### config.mk
export PLATFORM = sky130hd
export DESIGN_NAME = fra_rem
export DESIGN_NICKNAME = d
export VERILOG_FILES = /design/src/free_range_allocator_macros.svh /design/src/fra_rem.sv
export SDC_FILE = /design/constraint.sdc
export NUM_CORES = 1
export LEC_CHECK = 0
export ABC_AREA = 1
export BUFFER_PORTS_ARGS = -buffer_cell sky130_fd_sc_hd__buf_2
export CAP_MARGIN = 20
export CORE_MARGIN = 4
export CORE_UTILIZATION = 40
export CTS_BUF_LIST = sky130_fd_sc_hd__clkbuf_4 sky130_fd_sc_hd__clkbuf_8 sky130_fd_sc_hd__clkbuf_16
export DETAILED_ROUTE_END_ITERATION = 10
export SLEW_MARGIN = 20
export SYNTH_ARGS = -nofsm -noshare
export SYNTH_HDL_FRONTEND = slang
export SYNTH_SLANG_ARGS = --single-unit
### constraint.sdc
create_clock -name clk_i -period 2.5 [get_ports clk_i]
set_clock_uncertainty 0.05 [all_clocks]
set_input_delay 0.125 -clock clk_i [delete_from_list [all_inputs] [get_ports clk_i]]
set_output_delay 0.125 -clock clk_i [all_outputs]
set_load 0.05 [all_outputs]
### src/free_range_allocator_macros.svh
// Assertion helpers for the free range allocator
`ifndef FREE_RANGE_ALLOCATOR_MACROS_SVH
`define FREE_RANGE_ALLOCATOR_MACROS_SVH

// Check a property on every clock edge outside reset
`define FRA_ASSERT(lbl, prop, msg) \
  lbl: assert property (@(posedge clk_i) disable iff (!rst_ni) prop) else $error(msg);

// Check a property on every clock edge, reset included
`define FRA_ASSERT_ALWAYS(lbl, prop, msg) \
  lbl: assert property (@(posedge clk_i) prop) else $error(msg);

`endif

### src/fra_rem.sv
module fra_rem #(
  parameter int unsigned W = 32
) (
  input  logic         clk_i,
  input  logic         rst_ni,
  input  logic         start_i,
  input  logic [W-1:0] dividend_i,
  input  logic [W-1:0] divisor_i,
  output logic         done_o,
  output logic [W-1:0] rem_o
);

  localparam int unsigned NW = $clog2(W + 1);

  logic [W-1:0]  rem_q, rem_d;
  logic [W-1:0]  dvd_q, dvd_d;
  logic [W-1:0]  dsr_q, dsr_d;
  logic [NW-1:0] cnt_q, cnt_d;
  logic          busy_q, busy_d;
  logic          done_q, done_d;
  logic [W:0]    trial;

  // Restoring division, one quotient bit per cycle; only the remainder is kept
  always_comb begin
    rem_d  = rem_q;
    dvd_d  = dvd_q;
    dsr_d  = dsr_q;
    cnt_d  = cnt_q;
    busy_d = busy_q;
    done_d = 1'b0;
    trial  = {rem_q, dvd_q[W-1]};
    if (start_i) begin
      rem_d  = '0;
      dvd_d  = dividend_i;
      dsr_d  = divisor_i;
      cnt_d  = NW'(W);
      busy_d = 1'b1;
    end else if (busy_q) begin
      if (trial >= {1'b0, dsr_q}) begin
        rem_d = W'(trial - {1'b0, dsr_q});
      end else begin
        rem_d = W'(trial);
      end
      dvd_d = {dvd_q[W-2:0], 1'b0};
      cnt_d = cnt_q - 1'b1;
      if (cnt_q == NW'(1)) begin
        busy_d = 1'b0;
        done_d = 1'b1;
      end
    end
  end

  always_ff @(posedge clk_i or negedge rst_ni) begin
    if (!rst_ni) begin
      busy_q <= 1'b0;
      done_q <= 1'b0;
      cnt_q  <= '0;
    end else begin
      busy_q <= busy_d;
      done_q <= done_d;
      cnt_q  <= cnt_d;
    end
  end

  always_ff @(posedge clk_i) begin
    rem_q <= rem_d;
    dvd_q <= dvd_d;
    dsr_q <= dsr_d;
  end

  assign done_o = done_q;
  assign rem_o  = rem_q;

endmodule

==> out/results.md <==
| Metric | Reported |
|:---|:---|
| Outcome | finished, final reports clean |
| Number of unique standard cell types used by synthesis | 34 |
| Busiest layer in global routing | met2 |
| Area of the core | 16800 um2 |
| # Post-CTS Setup Buffers | 0 |
| Worst-path maximum fanout | 4 |
| Fraction of final layout cells sized beyond drive strength 1 | 14.1% |
| Antenna violations before repair | 1 |
| GR met1 Demand/Resource | 25.4% |
| CTS clk-pin slew, worst paths | 0.09 ns |
| Reg-to-reg endpoint | rem_o[28] |
| Starting Density | 41.2% |
| Hold Fails Final Rpt | 0 |
| Nature of the critical path endpoint | flip-flop |
| Synth Net Count | 1096 |
| Worst-case clock buffer depth | 2 |
| Synthesized cell area | 6900 um2 |
| Crit path time final | 2.31 ns |
| Total die area | 19400 um2 |
| Average cell area after synthesis | 6.94 um2 |
| Highest Clock Rate | 434 MHz |
| Worst vdd rail ir drop | 534 uV |
| H-Tree Depth | 3 |
| # port buffers | 99 |
| Total length of routed wires | 18.8 mm |
| Vias/cell | 4.65 |
| Final antenna-violating net count | 0 |
| Worst reg2reg startpoint | dvd_q[31] |
| Largest net degree at the start of global routing | 55 |
| Post-layout net count | 1261 |
| Leading cell type in the layout, fill and taps excluded | sky130_fd_sc_hd__nand2_1 |
| R2R Setup Slk | 0.19 ns |
| Synthesis-to-finish area growth | 25.6% |
| Commonest cells after routing, fill and taps aside | 412 x sky130_fd_sc_hd__nand2_1, 180 x sky130_fd_sc_hd__inv_1, 99 x sky130_fd_sc_hd__buf_2 |
| Data required time of the critical path | 2.73 ns |
| Total grt overflow | 0 |
| Final cycle utilization of the critical path | 92.2% |
| Arrival time worst endpoint | 2.53 ns |
| First element of the critical path | dvd_q[31] |
| DR WL/cell | 13.6 um |
| Critical path type | flip-flop to flip-flop |
| Post-route setup TNS | 0 ns |
| Cell at the root of the clock tree | sky130_fd_sc_hd__clkbuf_16 |
| I/O pin count | 100 |
| Portion of the post-synthesis area used by sequential elements | 40.0% |
| Worst min-delay path endpoint | dvd_q[31] |
| Weighted congestion at the end of routability-driven global placement | 0.967 |
| Pre-CTS setup slack | 0.0607 ns |
| Flip-flop and latch count after synthesis | 104 |
| Critical path startpoint category | flip-flop |
| Pwr/cell area | 940 nW/um2 |
| Clock network latency to the later pin of the worst-skew pair | 0.37 ns |
| Cell Rows | 47 |
| Vertical extent of the die | 139 um |
| Number of violations reported at the end of detailed-routing iteration 0 | 325 |
| Final-report max-slew violation count | 0 |
| Global Route met2 Usage | 33.2% |
| Hold path depth | 3 |
| Met3 track demand over resource | 4.63% |
| Crit path setup slack, layout | 0.194 ns |
| Global routing usage summed across all routing layers | 19.8% |
| Relative slew margins | 56.6% |
| Hold path startpoint | dividend_i[31] |
| HPWL after detailed placement | 13.8 mm |
| Number of max-cap violations | 0 |
| Wire length of the first global-routing pass | 31.4 mm |
| Number of cells produced by synthesis | 994 |
| Count of unresolved DRC violations after routing | 0 |
| Clk sinks | 104 |
| Vias in the first global route | 6388 |
| Synth warnings | 0 |
| Worst Reg2Reg Path Length in Cells | 16 |
| Clock tree from TritonCTS | yes |
| Setup-violating endpoint count in the final report | 0 |
| Vias after detailed routing | 6435 |
| Unrepaired setup endpoints after global routing | false |
| Number of detailed-route iterations in the first pass | 4 |
| Clock buffers created by TritonCTS | 9 |
| DIE WIDTH | 139 um |
| P_leak | 0.00473 uW |
| Tightest Pin Transition | 0.651 ns |
| Min-Delay Path Class | input pin to flip-flop |
how the worst max path moves through the flow:
stage                     cells after the start        end  slack [ns]
final                                        16  rem_o[28]        0.19
after global placement                       16  rem_o[28]        0.08
after global routing                         16  rem_o[28]       0.005
after detailed placement                     16  rem_o[28]        0.06
after floorplan                              10  rem_o[14]        0.22
after CTS                                    16  rem_o[28]        0.05
critical path, stage by stage (launching register included):
cell and delay [ns]:
sky130_fd_sc_hd__edfxtp_1 0.36, sky130_fd_sc_hd__inv_1 0.08, sky130_fd_sc_hd__ha_1 0.14, sky130_fd_sc_hd__inv_1 0.07, sky130_fd_sc_hd__fa_2 0.38, sky130_fd_sc_hd__nand3_1 0.11, sky130_fd_sc_hd__nand3_2 0.12, sky130_fd_sc_hd__nand2_1 0.11
sky130_fd_sc_hd__nand2_1 0.15, sky130_fd_sc_hd__nand2_1 0.10, sky130_fd_sc_hd__nand2_1 0.12, sky130_fd_sc_hd__nand2_1 0.13, sky130_fd_sc_hd__nand2_1 0.06, sky130_fd_sc_hd__nand2_1 0.08, sky130_fd_sc_hd__nand3_2 0.06, sky130_fd_sc_hd__nand2_1 0.06
sky130_fd_sc_hd__nand2_1 0.05
report_power, final:
group / leakage [uW] / switching, uW / total (uW) / internal, uW
Combinational: 0.00355 / 2790 / 4250 / 1460
Sequential: 0.00103 / 208 / 2340 / 2140
Clock: 0.000157 / 741 / 1550 / 810
Yosys cell counts:
| library cell | instances | area (um2) |
|---|---|---|
| sky130_fd_sc_hd__nand3_2 | 8 | 80.1 |
| sky130_fd_sc_hd__nor2_2 | 5 | 31.3 |
| sky130_fd_sc_hd__fa_1 | 1 | 20.0 |
| sky130_fd_sc_hd__nor2_1 | 45 | 169 |
| sky130_fd_sc_hd__inv_1 | 180 | 676 |
| sky130_fd_sc_hd__o21a_1 | 2 | 15.0 |
| sky130_fd_sc_hd__nand2_1 | 412 | 1550 |
| sky130_fd_sc_hd__and2_1 | 2 | 12.5 |
| sky130_fd_sc_hd__o21bai_1 | 1 | 7.51 |
| sky130_fd_sc_hd__nand3_1 | 76 | 380 |
| sky130_fd_sc_hd__clkbuf_1 | 12 | 45.0 |
| sky130_fd_sc_hd__xnor2_1 | 14 | 123 |
| sky130_fd_sc_hd__buf_6 | 4 | 45.0 |
| sky130_fd_sc_hd__a21oi_1 | 21 | 105 |
| sky130_fd_sc_hd__nor3_1 | 4 | 20.0 |
| sky130_fd_sc_hd__or2_2 | 1 | 6.26 |
| sky130_fd_sc_hd__buf_2 | 3 | 15.0 |
| sky130_fd_sc_hd__a21oi_2 | 2 | 17.5 |
| sky130_fd_sc_hd__nand3b_1 | 14 | 105 |
| sky130_fd_sc_hd__nor4_1 | 1 | 6.26 |
| sky130_fd_sc_hd__nand2_4 | 2 | 22.5 |
| sky130_fd_sc_hd__o21ai_0 | 8 | 40.0 |
| sky130_fd_sc_hd__nor2_4 | 2 | 22.5 |
| sky130_fd_sc_hd__inv_2 | 5 | 18.8 |
| sky130_fd_sc_hd__buf_4 | 2 | 15.0 |
| sky130_fd_sc_hd__ha_1 | 34 | 425 |
| sky130_fd_sc_hd__o21ai_1 | 10 | 50.1 |
| sky130_fd_sc_hd__dfxtp_1 | 32 | 641 |
| sky130_fd_sc_hd__edfxtp_1 | 64 | 1920 |
| sky130_fd_sc_hd__dfrtp_1 | 8 | 200 |
| sky130_fd_sc_hd__nand4_1 | 10 | 62.6 |
| sky130_fd_sc_hd__o22ai_1 | 1 | 6.26 |
| sky130_fd_sc_hd__buf_1 | 1 | 3.75 |
| sky130_fd_sc_hd__nand2_2 | 7 | 43.8 |
final cells by class:
class	count	area (um2)
fillers	1668	8090
multi-input cells	683	3330
flip-flops and latches	104	2760
repair buffers	176	1280
inverters	185	694
well taps	220	275
clock buffers	9	225
clock inverters	7	97.6
diodes	1	2.50
sequential cells by signal, summed over array words and instances (netlist names):
name and cells:
dsr_q 32, dvd_q 32, rem_o 32, cnt_q 6, busy_q 1, done_o 1
metal layers:
metal  share of wire (%)  routed length [um]
met1                  46                8670
met3                 4.9                 922
met4                 2.5                 464
met5                   0                   0
met2                  47                8750
stage by stage:
stage	total power [uW]	hold WS [ns]	cells	cell area (um2)	util, %
floorplan	5510	-0.221	994	6900	-
global placement	6520	-0.0744	1304	7680	45.8
detailed placement	6540	-0.0714	1304	7680	45.8
CTS	8210	0.0266	1384	8650	51.6
global route	8820	0.0342	1385	8670	51.7
finish	8150	0.0302	1385	8670	51.7
kinds of logic (layout without fill, tap and decap cells):
| family | Yosys count | in the layout | share of synthesized area [%] |
|---|---|---|---|
| compound gates | 45 | 45 | 3.50 |
| flops | 104 | 104 | 40.0 |
| buf+inv | 207 | 377 | 11.9 |
| other cells | 0 | 1 | 0 |
| fa+ha+maj | 35 | 35 | 6.46 |
| simple gates | 589 | 589 | 36.4 |
| xor+xnor | 14 | 14 | 1.78 |
timing repair:
action,in CTS,in global routing
endpoints found under the setup margin,0,21
hold buffers,64,0
endpoints found under the hold margin,71,0
gates resized for setup,0,5
No activity file was read; power rests on OpenSTA's default activity.
